[config.mk]
export PLATFORM = sky130hd
export DESIGN_NAME = first_fit_range_allocator
export DESIGN_NICKNAME = d
export VERILOG_FILES = /design/src/hw/rtl/ffra_pkg.sv /design/src/hw/rtl/first_fit_range_allocator.sv /design/src/hw/rtl/ffra_table.sv
export SDC_FILE = /design/constraint.sdc
export NUM_CORES = 2
export LEC_CHECK = 0
export BUFFER_PORTS_ARGS = -buffer_cell sky130_fd_sc_hd__buf_2
export CAP_MARGIN = 5
export CELL_PAD_IN_SITES_DETAIL_PLACEMENT = 0
export CELL_PAD_IN_SITES_GLOBAL_PLACEMENT = 2
export CORE_MARGIN = 4
export CORE_UTILIZATION = 46
export DETAILED_ROUTE_END_ITERATION = 10
export GPL_TIMING_DRIVEN = 0
export PLACE_DENSITY = 0.81
export REMOVE_ABC_BUFFERS = 1
export SETUP_SLACK_MARGIN = 0.05
export SYNTH_ARGS = -nofsm -noshare
export SYNTH_HDL_FRONTEND = slang
export SYNTH_SLANG_ARGS = --single-unit
[constraint.sdc]
create_clock -name clk -period 9.2 [get_ports clk]
set_input_delay 0.92 -clock clk [delete_from_list [all_inputs] [get_ports clk]]
set_output_delay 0.92 -clock clk [all_outputs]
set_load 0.05 [all_outputs]
[src/hw/rtl/ffra_pkg.sv]
package ffra_pkg;

  localparam int MAX_RANGES_DEF = 32;
  localparam int RES_BITS_DEF   = 20;
  localparam int SMP_BITS_DEF   = 11;

  localparam int RES_CFG_W  = 21;
  localparam int SMP_CFG_W  = 12;
  localparam int CFG_DATA_W = 21;
  localparam int CFG_IDX_W  = 1;

  localparam logic [RES_CFG_W-1:0] RES_POOL_RST = RES_CFG_W'(4096);
  localparam logic [SMP_CFG_W-1:0] SMP_POOL_RST = SMP_CFG_W'(2048);

  localparam logic [CFG_IDX_W-1:0] CFG_RES_POOL = 1'b0;
  localparam logic [CFG_IDX_W-1:0] CFG_SMP_POOL = 1'b1;

  typedef enum logic [1:0] {
    OP_INIT  = 2'd0,
    OP_ALLOC = 2'd1,
    OP_FREE  = 2'd2,
    OP_NONE  = 2'd3
  } op_t;

  typedef enum logic [1:0] {
    ST_OK    = 2'd0,
    ST_NOFIT = 2'd1,
    ST_FULL  = 2'd2
  } status_t;

  typedef enum logic [2:0] {
    TC_INIT   = 3'd0,
    TC_FIND   = 3'd1,
    TC_TAKE   = 3'd2,
    TC_PROBE  = 3'd3,
    TC_INSERT = 3'd4
  } tbl_code_t;

  typedef struct packed {
    logic      start;
    tbl_code_t code;
  } tbl_cmd_t;

  typedef struct packed {
    logic busy;
    logic found;
    logic ovf;
  } tbl_stat_t;

endpackage

[src/hw/rtl/first_fit_range_allocator.sv]
// First-fit allocator over two free-range tables (resource and sampler pools).
// Input channel in_*: one transaction per operation (init, allocate, free);
// each yields exactly one transaction on out_* (status and range starts).
// Config port cfg_*: write pool sizes while idle; used by the next init.
// Both tables run side by side, each under its own small sequencer with one
// read and one write port on its table memory. A walk over the table reads,
// then checks, each entry in turn; each entry moved when an entry is removed
// or inserted is read, then written. Allocate: find plus take; free: probe
// plus insert; init and the unused opcode need no walk. in_ready is high only
// when the block is idle and holds no result; one transaction is in flight
// at a time. A stalled out_ready holds the result and keeps in_ready low.
// Reset empties both tables (no entries) and restores the pool sizes to
// 4096 and 2048; the tables hold no ranges until an init or a free adds them.
module first_fit_range_allocator #(
  parameter int MAX_RANGES          = ffra_pkg::MAX_RANGES_DEF,
  parameter int RESOURCE_INDEX_BITS = ffra_pkg::RES_BITS_DEF,
  parameter int SAMPLER_INDEX_BITS  = ffra_pkg::SMP_BITS_DEF
) (
  input  logic                                clk,
  input  logic                                rst_n,
  input  logic                                in_valid,
  output logic                                in_ready,
  input  logic [1:0]                          in_operation,
  input  logic [RESOURCE_INDEX_BITS-1:0]      in_cbv_base,
  input  logic [RESOURCE_INDEX_BITS:0]        in_cbv_count,
  input  logic [SAMPLER_INDEX_BITS-1:0]       in_sampler_base,
  input  logic [SAMPLER_INDEX_BITS:0]         in_sampler_count,
  output logic                                out_valid,
  input  logic                                out_ready,
  output logic [1:0]                          out_status,
  output logic [RESOURCE_INDEX_BITS-1:0]      out_cbv_first,
  output logic [SAMPLER_INDEX_BITS-1:0]       out_sampler_first,
  input  logic                                cfg_we,
  input  logic [ffra_pkg::CFG_IDX_W-1:0]      cfg_index,
  input  logic [ffra_pkg::CFG_DATA_W-1:0]     cfg_wdata
);
  import ffra_pkg::*;

  localparam int RB = RESOURCE_INDEX_BITS;
  localparam int SB = SAMPLER_INDEX_BITS;
  localparam int RW = (RES_CFG_W > RB + 1) ? RES_CFG_W : RB + 1;
  localparam int SW = (SMP_CFG_W > SB + 1) ? SMP_CFG_W : SB + 1;

  typedef enum logic [6:0] {
    S_IDLE  = 7'b0000001,
    S_INIT  = 7'b0000010,
    S_FIND  = 7'b0000100,
    S_TAKE  = 7'b0001000,
    S_PROBE = 7'b0010000,
    S_INS   = 7'b0100000,
    S_OUT   = 7'b1000000
  } state_t;

  state_t state_r, state_nxt;
  logic [RES_CFG_W-1:0] res_pool_r, res_pool_nxt;
  logic [SMP_CFG_W-1:0] smp_pool_r, smp_pool_nxt;
  tbl_cmd_t r_cmd_r, r_cmd_nxt, s_cmd_r, s_cmd_nxt;
  logic [RB-1:0] rbase_r, rbase_nxt;
  logic [RB:0]   rcnt_r, rcnt_nxt;
  logic [SB-1:0] sbase_r, sbase_nxt;
  logic [SB:0]   scnt_r, scnt_nxt;
  status_t status_r, status_nxt;
  logic [RB-1:0] rfirst_r, rfirst_nxt;
  logic [SB-1:0] sfirst_r, sfirst_nxt;

  tbl_stat_t r_stat, s_stat;
  logic [RB-1:0] r_hit;
  logic [SB-1:0] s_hit;
  logic [RW-1:0] r_ext, r_lim, r_clip;
  logic [SW-1:0] s_ext, s_lim, s_clip;
  logic r_ok, s_ok;

  // pool sizes clamp to the index space
  always_comb begin
    r_ext  = RW'(res_pool_r);
    r_lim  = RW'(1) << RB;
    r_clip = (r_ext > r_lim) ? r_lim : r_ext;
    s_ext  = SW'(smp_pool_r);
    s_lim  = SW'(1) << SB;
    s_clip = (s_ext > s_lim) ? s_lim : s_ext;
  end

  ffra_table #(.MAX_RANGES(MAX_RANGES), .IDX_BITS(RB)) u_res_table (
    .clk       (clk),
    .rst_n     (rst_n),
    .cmd       (r_cmd_r),
    .size      ((RB+1)'(r_clip)),
    .count     (rcnt_r),
    .base      (rbase_r),
    .stat      (r_stat),
    .hit_first (r_hit)
  );

  ffra_table #(.MAX_RANGES(MAX_RANGES), .IDX_BITS(SB)) u_smp_table (
    .clk       (clk),
    .rst_n     (rst_n),
    .cmd       (s_cmd_r),
    .size      ((SB+1)'(s_clip)),
    .count     (scnt_r),
    .base      (sbase_r),
    .stat      (s_stat),
    .hit_first (s_hit)
  );

  assign r_ok = (rcnt_r == '0) || r_stat.found;
  assign s_ok = (scnt_r == '0) || s_stat.found;

  always_comb begin
    res_pool_nxt = res_pool_r;
    smp_pool_nxt = smp_pool_r;
    if (cfg_we) begin
      case (cfg_index)
        CFG_RES_POOL: res_pool_nxt = cfg_wdata[RES_CFG_W-1:0];
        CFG_SMP_POOL: smp_pool_nxt = cfg_wdata[SMP_CFG_W-1:0];
        default: ;
      endcase
    end
  end

  always_comb begin
    state_nxt  = state_r;
    r_cmd_nxt  = '{start: 1'b0, code: TC_INIT};
    s_cmd_nxt  = '{start: 1'b0, code: TC_INIT};
    rbase_nxt  = rbase_r;
    rcnt_nxt   = rcnt_r;
    sbase_nxt  = sbase_r;
    scnt_nxt   = scnt_r;
    status_nxt = status_r;
    rfirst_nxt = rfirst_r;
    sfirst_nxt = sfirst_r;
    case (state_r)
      S_IDLE: begin
        if (in_valid) begin
          rbase_nxt  = in_cbv_base;
          rcnt_nxt   = in_cbv_count;
          sbase_nxt  = in_sampler_base;
          scnt_nxt   = in_sampler_count;
          status_nxt = ST_OK;
          rfirst_nxt = '0;
          sfirst_nxt = '0;
          case (op_t'(in_operation))
            OP_INIT: begin
              r_cmd_nxt = '{start: 1'b1, code: TC_INIT};
              s_cmd_nxt = '{start: 1'b1, code: TC_INIT};
              state_nxt = S_INIT;
            end
            OP_ALLOC: begin
              r_cmd_nxt = '{start: 1'b1, code: TC_FIND};
              s_cmd_nxt = '{start: 1'b1, code: TC_FIND};
              state_nxt = S_FIND;
            end
            OP_FREE: begin
              r_cmd_nxt = '{start: 1'b1, code: TC_PROBE};
              s_cmd_nxt = '{start: 1'b1, code: TC_PROBE};
              state_nxt = S_PROBE;
            end
            default: state_nxt = S_OUT;
          endcase
        end
      end
      S_INIT, S_TAKE, S_INS: begin
        if (!r_stat.busy && !s_stat.busy) begin
          state_nxt = S_OUT;
        end
      end
      S_FIND: begin
        if (!r_stat.busy && !s_stat.busy) begin
          if (!(r_ok && s_ok)) begin
            // nothing committed on either pool
            status_nxt = ST_NOFIT;
            state_nxt  = S_OUT;
          end else begin
            if (rcnt_r != '0) begin
              rfirst_nxt = r_hit;
              r_cmd_nxt  = '{start: 1'b1, code: TC_TAKE};
            end
            if (scnt_r != '0) begin
              sfirst_nxt = s_hit;
              s_cmd_nxt  = '{start: 1'b1, code: TC_TAKE};
            end
            state_nxt = S_TAKE;
          end
        end
      end
      S_PROBE: begin
        if (!r_stat.busy && !s_stat.busy) begin
          if (r_stat.ovf || s_stat.ovf) begin
            status_nxt = ST_FULL;
            state_nxt  = S_OUT;
          end else begin
            r_cmd_nxt = '{start: 1'b1, code: TC_INSERT};
            s_cmd_nxt = '{start: 1'b1, code: TC_INSERT};
            state_nxt = S_INS;
          end
        end
      end
      S_OUT: begin
        if (out_ready) begin
          state_nxt = S_IDLE;
        end
      end
      default: state_nxt = S_IDLE;
    endcase
  end

  always_ff @(posedge clk) begin
    if (!rst_n) begin
      state_r    <= S_IDLE;
      res_pool_r <= RES_POOL_RST;
      smp_pool_r <= SMP_POOL_RST;
      r_cmd_r    <= '{start: 1'b0, code: TC_INIT};
      s_cmd_r    <= '{start: 1'b0, code: TC_INIT};
    end else begin
      state_r    <= state_nxt;
      res_pool_r <= res_pool_nxt;
      smp_pool_r <= smp_pool_nxt;
      r_cmd_r    <= r_cmd_nxt;
      s_cmd_r    <= s_cmd_nxt;
    end
    rbase_r  <= rbase_nxt;
    rcnt_r   <= rcnt_nxt;
    sbase_r  <= sbase_nxt;
    scnt_r   <= scnt_nxt;
    status_r <= status_nxt;
    rfirst_r <= rfirst_nxt;
    sfirst_r <= sfirst_nxt;
  end

  assign in_ready          = (state_r == S_IDLE);
  assign out_valid         = (state_r == S_OUT);
  assign out_status        = status_r;
  assign out_cbv_first     = rfirst_r;
  assign out_sampler_first = sfirst_r;

  a_no_overlap: assert property (@(posedge clk) disable iff (!rst_n)
    out_valid |-> !in_ready)
    else $error("input taken while a result is pending");

  a_fail_zero: assert property (@(posedge clk) disable iff (!rst_n)
    out_valid && out_status != ST_OK |-> out_cbv_first == '0 && out_sampler_first == '0)
    else $error("failed transaction carries a range start");

  a_accept_busy: assert property (@(posedge clk) disable iff (!rst_n)
    in_valid && in_ready |=> state_r != S_IDLE)
    else $error("accepted transaction left the block idle");

endmodule

[src/hw/rtl/ffra_table.sv]
module ffra_table #(
  parameter int MAX_RANGES = ffra_pkg::MAX_RANGES_DEF,
  parameter int IDX_BITS   = ffra_pkg::RES_BITS_DEF
) (
  input  logic                 clk,
  input  logic                 rst_n,
  input  ffra_pkg::tbl_cmd_t   cmd,
  input  logic [IDX_BITS:0]    size,
  input  logic [IDX_BITS:0]    count,
  input  logic [IDX_BITS-1:0]  base,
  output ffra_pkg::tbl_stat_t  stat,
  output logic [IDX_BITS-1:0]  hit_first
);
  import ffra_pkg::*;

  localparam int CB = IDX_BITS + 1;
  localparam int AW = (MAX_RANGES > 1) ? $clog2(MAX_RANGES) : 1;
  localparam int TW = $clog2(MAX_RANGES + 1);

  typedef struct packed {
    logic [IDX_BITS-1:0] first;
    logic [CB-1:0]       count;
  } ent_t;

  typedef enum logic [5:0] {
    T_IDLE     = 6'b000001,
    T_SCAN_RD  = 6'b000010,
    T_SCAN_CHK = 6'b000100,
    T_SH_RD    = 6'b001000,
    T_SH_WR    = 6'b010000,
    T_FIN_WR   = 6'b100000
  } tstate_t;

  tstate_t state_r, state_nxt;
  logic [TW-1:0] total_r, total_nxt;
  logic [TW-1:0] j_r, j_nxt;
  logic [TW-1:0] pos_r, pos_nxt;
  logic found_r, found_nxt;
  logic probe_r, probe_nxt;
  logic up_r, up_nxt;
  ent_t prev_r, prev_nxt;
  ent_t cur_r, cur_nxt;
  logic [IDX_BITS-1:0] base_r, base_nxt;
  logic [CB-1:0] cnt_r, cnt_nxt;

  ent_t mem [MAX_RANGES];
  ent_t rdata_r;
  logic we;
  logic [AW-1:0] waddr, raddr;
  ent_t wdata;

  logic [CB:0] prev_end, new_end;
  logic left, right, full, ovf;
  logic [CB-1:0] take_rem, merged, room, clip_cnt;
  logic [IDX_BITS-1:0] take_first;
  logic [TW-1:0] pos_m1;

  always_ff @(posedge clk) begin
    if (we) begin
      mem[waddr] <= wdata;
    end
    rdata_r <= mem[raddr];
  end

  always_comb begin
    prev_end   = (CB+1)'(prev_r.first) + (CB+1)'(prev_r.count);
    new_end    = (CB+1)'(base_r) + (CB+1)'(cnt_r);
    left       = (pos_r != '0) && (prev_end == (CB+1)'(base_r));
    right      = (pos_r < total_r) && (new_end == (CB+1)'(cur_r.first));
    full       = (total_r == TW'(MAX_RANGES));
    ovf        = (cnt_r != '0) && !left && !right && full;
    take_rem   = cur_r.count - count;
    take_first = IDX_BITS'(CB'(cur_r.first) + count);
    merged     = prev_r.count + cnt_r + cur_r.count;
    room       = (CB'(1) << IDX_BITS) - CB'(base);
    clip_cnt   = (count > room) ? room : count;
    pos_m1     = pos_r - TW'(1);
  end

  always_comb begin
    state_nxt = state_r;
    total_nxt = total_r;
    j_nxt     = j_r;
    pos_nxt   = pos_r;
    found_nxt = found_r;
    probe_nxt = probe_r;
    up_nxt    = up_r;
    prev_nxt  = prev_r;
    cur_nxt   = cur_r;
    base_nxt  = base_r;
    cnt_nxt   = cnt_r;
    we        = 1'b0;
    waddr     = '0;
    wdata     = '0;
    raddr     = '0;
    case (state_r)
      T_IDLE: begin
        if (cmd.start) begin
          case (cmd.code)
            TC_INIT: begin
              we          = 1'b1;
              wdata.count = size;
              total_nxt   = (size != '0) ? TW'(1) : '0;
            end
            TC_FIND: begin
              j_nxt     = '0;
              probe_nxt = 1'b0;
              found_nxt = 1'b0;
              state_nxt = T_SCAN_RD;
            end
            TC_PROBE: begin
              j_nxt     = '0;
              probe_nxt = 1'b1;
              base_nxt  = base;
              cnt_nxt   = clip_cnt;
              state_nxt = T_SCAN_RD;
            end
            TC_TAKE: begin
              if (take_rem != '0) begin
                we    = 1'b1;
                waddr = pos_r[AW-1:0];
                wdata = '{first: take_first, count: take_rem};
              end else begin
                // entry used up: close the gap
                up_nxt = 1'b0;
                j_nxt  = pos_r;
                if (pos_r + TW'(1) < total_r) begin
                  state_nxt = T_SH_RD;
                end else begin
                  total_nxt = total_r - TW'(1);
                end
              end
            end
            TC_INSERT: begin
              if (cnt_r != '0) begin
                if (left && right) begin
                  we     = 1'b1;
                  waddr  = pos_m1[AW-1:0];
                  wdata  = '{first: prev_r.first, count: merged};
                  up_nxt = 1'b0;
                  j_nxt  = pos_r;
                  if (pos_r + TW'(1) < total_r) begin
                    state_nxt = T_SH_RD;
                  end else begin
                    total_nxt = total_r - TW'(1);
                  end
                end else if (left) begin
                  we    = 1'b1;
                  waddr = pos_m1[AW-1:0];
                  wdata = '{first: prev_r.first, count: prev_r.count + cnt_r};
                end else if (right) begin
                  we    = 1'b1;
                  waddr = pos_r[AW-1:0];
                  wdata = '{first: base_r, count: cur_r.count + cnt_r};
                end else if (!full) begin
                  if (pos_r == total_r) begin
                    we        = 1'b1;
                    waddr     = pos_r[AW-1:0];
                    wdata     = '{first: base_r, count: cnt_r};
                    total_nxt = total_r + TW'(1);
                  end else begin
                    up_nxt    = 1'b1;
                    j_nxt     = total_r;
                    state_nxt = T_SH_RD;
                  end
                end
              end
            end
            default: ;
          endcase
        end
      end
      T_SCAN_RD: begin
        if (j_r >= total_r) begin
          state_nxt = T_IDLE;
          if (probe_r) begin
            pos_nxt = j_r;
          end
        end else begin
          raddr     = j_r[AW-1:0];
          state_nxt = T_SCAN_CHK;
        end
      end
      T_SCAN_CHK: begin
        if (probe_r) begin
          if (rdata_r.first < base_r) begin
            prev_nxt  = rdata_r;
            j_nxt     = j_r + TW'(1);
            state_nxt = T_SCAN_RD;
          end else begin
            cur_nxt   = rdata_r;
            pos_nxt   = j_r;
            state_nxt = T_IDLE;
          end
        end else if (rdata_r.count >= count) begin
          found_nxt = 1'b1;
          cur_nxt   = rdata_r;
          pos_nxt   = j_r;
          state_nxt = T_IDLE;
        end else begin
          j_nxt     = j_r + TW'(1);
          state_nxt = T_SCAN_RD;
        end
      end
      T_SH_RD: begin
        raddr     = up_r ? AW'(j_r - TW'(1)) : AW'(j_r + TW'(1));
        state_nxt = T_SH_WR;
      end
      T_SH_WR: begin
        we    = 1'b1;
        waddr = AW'(j_r);
        wdata = rdata_r;
        if (up_r) begin
          j_nxt     = j_r - TW'(1);
          state_nxt = (j_r - TW'(1) > pos_r) ? T_SH_RD : T_FIN_WR;
        end else begin
          j_nxt = j_r + TW'(1);
          if (j_r + TW'(2) < total_r) begin
            state_nxt = T_SH_RD;
          end else begin
            total_nxt = total_r - TW'(1);
            state_nxt = T_IDLE;
          end
        end
      end
      T_FIN_WR: begin
        we        = 1'b1;
        waddr     = pos_r[AW-1:0];
        wdata     = '{first: base_r, count: cnt_r};
        total_nxt = total_r + TW'(1);
        state_nxt = T_IDLE;
      end
      default: state_nxt = T_IDLE;
    endcase
  end

  always_ff @(posedge clk) begin
    if (!rst_n) begin
      state_r <= T_IDLE;
      total_r <= '0;
      found_r <= 1'b0;
      probe_r <= 1'b0;
      up_r    <= 1'b0;
      j_r     <= '0;
      pos_r   <= '0;
    end else begin
      state_r <= state_nxt;
      total_r <= total_nxt;
      found_r <= found_nxt;
      probe_r <= probe_nxt;
      up_r    <= up_nxt;
      j_r     <= j_nxt;
      pos_r   <= pos_nxt;
    end
    prev_r <= prev_nxt;
    cur_r  <= cur_nxt;
    base_r <= base_nxt;
    cnt_r  <= cnt_nxt;
  end

  assign stat.busy  = (state_r != T_IDLE) || cmd.start;
  assign stat.found = found_r;
  assign stat.ovf   = ovf;
  assign hit_first  = cur_r.first;

  a_total_max: assert property (@(posedge clk) disable iff (!rst_n)
    total_r <= TW'(MAX_RANGES))
    else $error("range table holds more entries than it can");

  a_start_idle: assert property (@(posedge clk) disable iff (!rst_n)
    cmd.start |-> state_r == T_IDLE)
    else $error("table command issued while busy");

  a_scan_in_range: assert property (@(posedge clk) disable iff (!rst_n)
    state_r == T_SCAN_CHK |-> j_r < total_r)
    else $error("scan checked an entry beyond the table");

endmodule

* After elaboration in Yosys (flattened, before gate mapping)
Memory sizes are Yosys's and may differ from the RTL's. A register that Yosys moved wholly into a read port is not among the register bits. Cells that the tools add are included.
Cells by class: add/sub/neg operators 30, magnitude comparators 18, equal/unequal tests 105, mux-type cells 251, bitwise operators 1, reduce and logical (&&, ||, !) cells 88
Operators with widths (count):
- $mux W6 | 80
- $mux W41 | 11
- $mux W23 | 11
- $pmux W6 S3 | 10
- $pmux W41 S3 | 1
- $mux W5 | 20
- $reduce_bool A21 Y1 | 4
- $mux W20 | 4
- $pmux W20 S2 | 2
- $pmux W23 S3 | 1
- $add A21 B21 Y21 | 3
- $pmux W21 S3 | 1
- $pmux W6 S5 | 2
- $mux W7 | 7
- $reduce_bool A12 Y1 | 4
- $ne A2 B2 Y1 const B | 23
- $add A20 B21 Y22 | 2
- $eq A22 B20 Y1 | 2
- $mux W1 | 44
- $mux W11 | 4
- $mux W4 | 11
- $pmux W11 S2 | 2
- $reduce_and A11 Y1 | 4
- $mux W21 | 2
- other kinds (83) | 238
Word-level totals: register bits 391, bits in writable memories 2048, input bits 93, output and inout bits 35, word-level logic and storage cells 535, memories 2
Memory list:
- u_res_table.mem | depth 32, bits a word 41, rd ports 1, clocked after memory_dff 1, wr ports 1, line ffra_table.sv:46 | ent_t mem [MAX_RANGES];
- u_smp_table.mem | depth 32, bits a word 23, rd ports 1, clocked after memory_dff 1, wr ports 1, line ffra_table.sv:46

* Logic depth before layout (Yosys ltp)
depth after elaboration 12, gate-level depth with buffers 22, mapped depth without buffers 22

* By module
Synthesis repeated with hierarchy kept, for this count alone.
Unflattened totals: cells, all modules 10143, area, all modules 117163.6 µm²
Modules (own cells, without submodules):
- ffra_table (u_res_table) | instances 1, cells an instance 6186, area an instance 70775.4 µm², sequential area each 44452.6 µm²
- ffra_table (u_smp_table) | instances 1, cells an instance 3507, area an instance 40860.4 µm², sequential area each 25174.1 µm²
- first_fit_range_allocator | instances 1, cells an instance 450, area an instance 5527.8 µm², sequential area each 3833.7 µm²

* Worst setup path before layout
Ideal clock, no wire load.
path type register to register, from register u_res_table.cnt_r[0], to memory u_res_table.mem[31][0] (netlist bit), enable pin, library setup time 0.499 ns, data arrival time 6.913 ns, data required time 8.701 ns, setup slack 1.788 ns, cell stages (with the launch flop) 17, path buffers 2, clock period less this slack 7.412 ns, cells stage by stage edfxtp_1 > ha_1 > fa_1 > a21o_1 > a221o_1 > o311a_1 > o21ai_1 > nor3b_1 > a211o_1 > nand3_1 > o21ai_1 > and3_1 > o21ai_1 > and2_1 > clkbuf_1 > buf_2 > nor3b_1
On the way: word-level cells in the longest chain between the ends 12, elaborated cells between the ends (all ways) 21, those cells by class add/sub: 1; eq/ne: 1; mux: 16; reduce/logical: 3
Ends and longest elaborated chain:
- from (decl) | line ffra_table.sv:44 | logic [CB-1:0] cnt_r, cnt_nxt;
- from (signal assigned) | line ffra_table.sv:258 | cnt_r <= cnt_nxt;
- $add A20 B21 Y22 | line ffra_table.sv:67 | new_end = (CB+1)'(base_r) + (CB+1)'(cnt_r);
- $eq A22 B20 Y1 | line ffra_table.sv:69 | right = (pos_r < total_r) && (new_end == (CB+1)'(cur_r.first));
- $logic_and A1 B1 Y1 | line ffra_table.sv:69
- $mux W1 | line ffra_table.sv:151 | end else if (right) begin
- $mux W1 | line ffra_table.sv:147 | end else if (left) begin
- $mux W1 | line ffra_table.sv:136 | if (left && right) begin
- $mux W1 | line ffra_table.sv:135 | if (cnt_r != '0) begin
- $pmux W1 S3 | line ffra_table.sv:99 | case (cmd.code)
- $mux W1 | line ffra_table.sv:98 | if (cmd.start) begin
- $pmux W1 S2 | line ffra_table.sv:96 | case (state_r)
- $mux W1 | line ffra_table.sv:59 | if (we) begin
- $mux W1 (implied by the code) | line ffra_table.sv:60 | mem[waddr] <= wdata;
- to (decl) | line ffra_table.sv:46
Parallel ways exist; a longest one is shown, timed or not.

* Worst setup path in the final report
from register u_res_table.cnt_r[0], to memory u_res_table.mem[7][38] (netlist bit), enable pin
The elaborated chain is that of the path after synthesis.

==> impl_metrics.tcl <==
set metrics [dict create \
    arrival_ns 8.78 \
    antenna_found_initial 28 \
    syn2layout_area_growth_pct 15.9 \
    path_class "flop to flop" \
    clockBufferDepth 4 \
    hold_viol 0 \
    core_region_area_um2 246000 \
    die_w_um 506 \
    cpMaxStageDelayCell "nor3b_2" \
    pwr-share-clk 0.438 \
    clk_pin_slew_ns 0.06 \
    synth-compound-area-share 0.105 \
    rows 182 \
    grt_max_degree 77 \
    syn_area_per_cell_um2 13.7 \
    grt_pass1_wl_um 516000 \
    maxSlewViolCount 0 \
    dpl_cell_area_um2 123000 \
    synthArstFlopShare 0 \
    maxCapViolCount 0 \
    synth_edf_count 2337 \
    critPathLaunchType "flop" \
    die_area_um2 256000 \
    yosysWarnings 0 \
    hold_class "primary input to flop" \
    fin_nets 9178 \
    period_share 0.884 \
    cts-hold-fix-buffers 0 \
    setup_viol 0 \
    critical-path-max-stage-delay_ns 1.04 \
    routed_via_density 6.28 \
    drc 4 \
    worstPathRequired_ns 9.85 \
    outcome "finished, violations left" \
    cts_buffers 285 \
    ff2ff_setup_slack_ns 1.07 \
    min_period_ns 8.13 \
    cts_tree "built" \
    fin_ws_ns 1.07 \
    p_int_uw 19300 \
    cp_max_fo 24 \
    grt_pass1_vias 73000 \
    drtAntennaViolNets 0 \
    root_buffer "clkbuf_16" \
    ioPinCount 128 \
    yosys_most_used_dff "edfxtp_1" \
    max-slew-margin-rel 0.0370 \
    critPathMostFrequentCell "buf_6" \
    h-tree-depth 5 \
    yosysTopAreaCell "edfxtp_1" \
    synth_fa_ha_area_frac 0.0454 \
    crit_family "simple AND/OR/NAND/NOR gates" \
    cellLeakagePower_uw 0.0472 \
    endpoint_kind "flop" \
    power.density_nw_per_um2 188 \
    worst_pin_slew_ns 1.44 \
    synth_area_leaders "edfxtp_1 (61%), mux4_2 (4.9%), ha_1 (4.3%)" \
    synth_area_um2 114000 \
    failed_checks "design-rule violations" \
    seqPwrFrac 0.508 \
    synth_top_family_by_area "compound AO/OA/AOI/OAI gates" \
    routed_wl_um 358000 \
    comb_power_share 0.053 \
    pre_cts_ws_ns 0.735 \
    drive_above_1_share 0.149 \
    final_cell_area_um2 132000 \
    avgRoutedWirePerCell_um 29.4 \
    switchingPower_uw 5550 \
    ir_drop_uv 200 \
    p_sw_frac 0.223 \
    yosysUniqueCellTypes 102 \
    io_buffers 127 \
    final_common_cell "edfxtp_1" \
    synth-simple-area-share 0.0972 \
    synth_seq_cells 2501 \
    yosysSeqAreaShare 0.644 \
    clk_latency_ns 0.98 \
    crit_chain "ha_1 -> fa_1 -> a21o_1 -> a221o_1 -> o311a_1 -> mux2i_1 -> nor4_1 -> and4_1 -> nand3_1 -> o21ai_1 -> a211oi_1 -> nor3_1 -> or2_1 -> nor3b_2 -> buf_6 -> buf_6 -> buf_6" \
    syn_inst 8357 \
    crit_buf_inv 3 \
    grt_usage 0.273 \
    routabilityCongestion 0.923 \
    cts_sinks 2501 \
    drtIter0Drc 9348 \
    overflow 0 \
    layout_common_cells "edfxtp_1 (2337), nand2_1 (1114), ha_1 (392)" \
    synth.top_cell.area_share 0.615 \
    fmax_ghz 0.123 \
    post_cts_resized 0 \
    rsz0062_at_grt "no" \
    hpwl_um 254000 \
    synth_mux_area_frac 0.0666 \
    synth-xor-area-share 0.0212 \
    die_h_um 506 \
    initial_core_util 0.463 \
    fin_worst_skew_ns 0.138 \
    post-cts-setup-buffers 0 \
    dr_total_vias 76600 \
    first_pass_iters 11 \
]
[power by group through the flow]
| stage | combinational, µW | sequential [µW] | clock [µW] |
|---|---|---|---|
| 2_1_floorplan | 691 | 12900 | 0 |
| 3_3_place_gp | 1230 | 12900 | 0 |
| 3_5_place_dp | 1300 | 12900 | 0 |
| 4_1_cts | 1310 | 12600 | 11100 |
| 5_1_grt | 1420 | 12600 | 11500 |
| 6_report | 1330 | 12600 | 10900 |
[final timing paths]
check / to / startpoint / cells past startpoint
setup / recovery: u_res_table.mem[7][38] / u_res_table.cnt_r[0] / 17
setup reg to reg: u_res_table.mem[7][38] / u_res_table.cnt_r[0] / 17
hold / removal: rbase_r[11] / in_cbv_base[11] / 1
hold reg to reg: u_res_table.prev_r[23] / u_res_table.rdata_r[23] / 0
[cells in the mapped netlist (25+ instances only)]
cell and n:
buf_1 46, and3_1 92, nand3_1 312, and2_1 56
mux2i_1 193, nor3b_1 29, o2111ai_1 62, nor2b_1 56
o211ai_1 37, a22o_1 63, clkbuf_1 340, a311oi_1 36
o311a_1 29, a21o_1 92, a21oi_1 286, or3_1 29
a22oi_1 120, a32oi_1 104, inv_1 191, nor4_1 53
nand2_1 1117, o21bai_1 30, a31oi_1 192, a222oi_1 34
mux4_2 247, buf_2 29, xnor2_1 178, nor2_1 374
dfxtp_1 164, a211oi_1 60, o21a_1 51, o21ai_0 219
nor3_1 132, nand4_1 50, xor2_1 96, nand2b_1 41
o22ai_1 25, ha_1 392, edfxtp_1 2337
[final cells by class]
type,instances,area [µm²]
inverter,195,734
clock buffer,350,7550
clock inverter,133,1290
timing repair buffer,454,5810
antenna,12,30.0
multi-input combinational,5242,39300
tap,3312,4140
fill,20000,114000
sequential,2501,73500
[metrics by stage]
stage / power (µW) / cells / utilization / hold slack, ns / setup TNS [ns]
after floorplan: 13600 / 7938 / - / 0.439 / -265.39
after global placement: 14100 / 11400 / 0.476 / 0.468 / -
after detailed placement: 14200 / 11700 / 0.501 / 0.478 / 0
after CTS: 25000 / 12200 / 0.537 / 0.0658 / 0
after global routing: 25600 / 12200 / 0.537 / 0.0889 / 0
final: 24900 / 12200 / 0.537 / 0.128 / 0
[per-layer routing]
metal / GRT usage / share of wire
met5: 0 / 0.00028
met4: 0.0711 / 0.027
met3: 0.0536 / 0.097
met2: 0.405 / 0.44
met1: 0.413 / 0.44
[logic make-up (layout without fill, tap and decap cells)]
kind of cell / after synthesis / after routing
muxes: 449 / 449
other: 0 / 12
xor gates and xnor gates: 275 / 275
DFF: 2501 / 2501
buffers and inverters: 614 / 1132
and+or+nand+nor: 2427 / 2427
adders and majority gates: 406 / 406
AOI/OAI and AO/OA: 1685 / 1685
[flip-flops by register name, summed over array words and instances, names as in the netlist, 12 cells and up]
name / count
u_smp_table.rdata_r: 23
u_res_table.prev_r: 41
u_res_table.cur_r: 21
out_cbv_first: 20
u_smp_table.cur_r: 12
u_smp_table.mem: 736
u_res_table.hit_first: 20
u_smp_table.prev_r: 23
u_res_table.cnt_r: 21
scnt_r: 12
s_ext: 12
u_smp_table.cnt_r: 12
u_res_table.base_r: 20
rcnt_r: 21
u_res_table.mem: 1312
r_ext: 21
rbase_r: 20
u_res_table.rdata_r: 41
(Power assumes the default switching activity.)
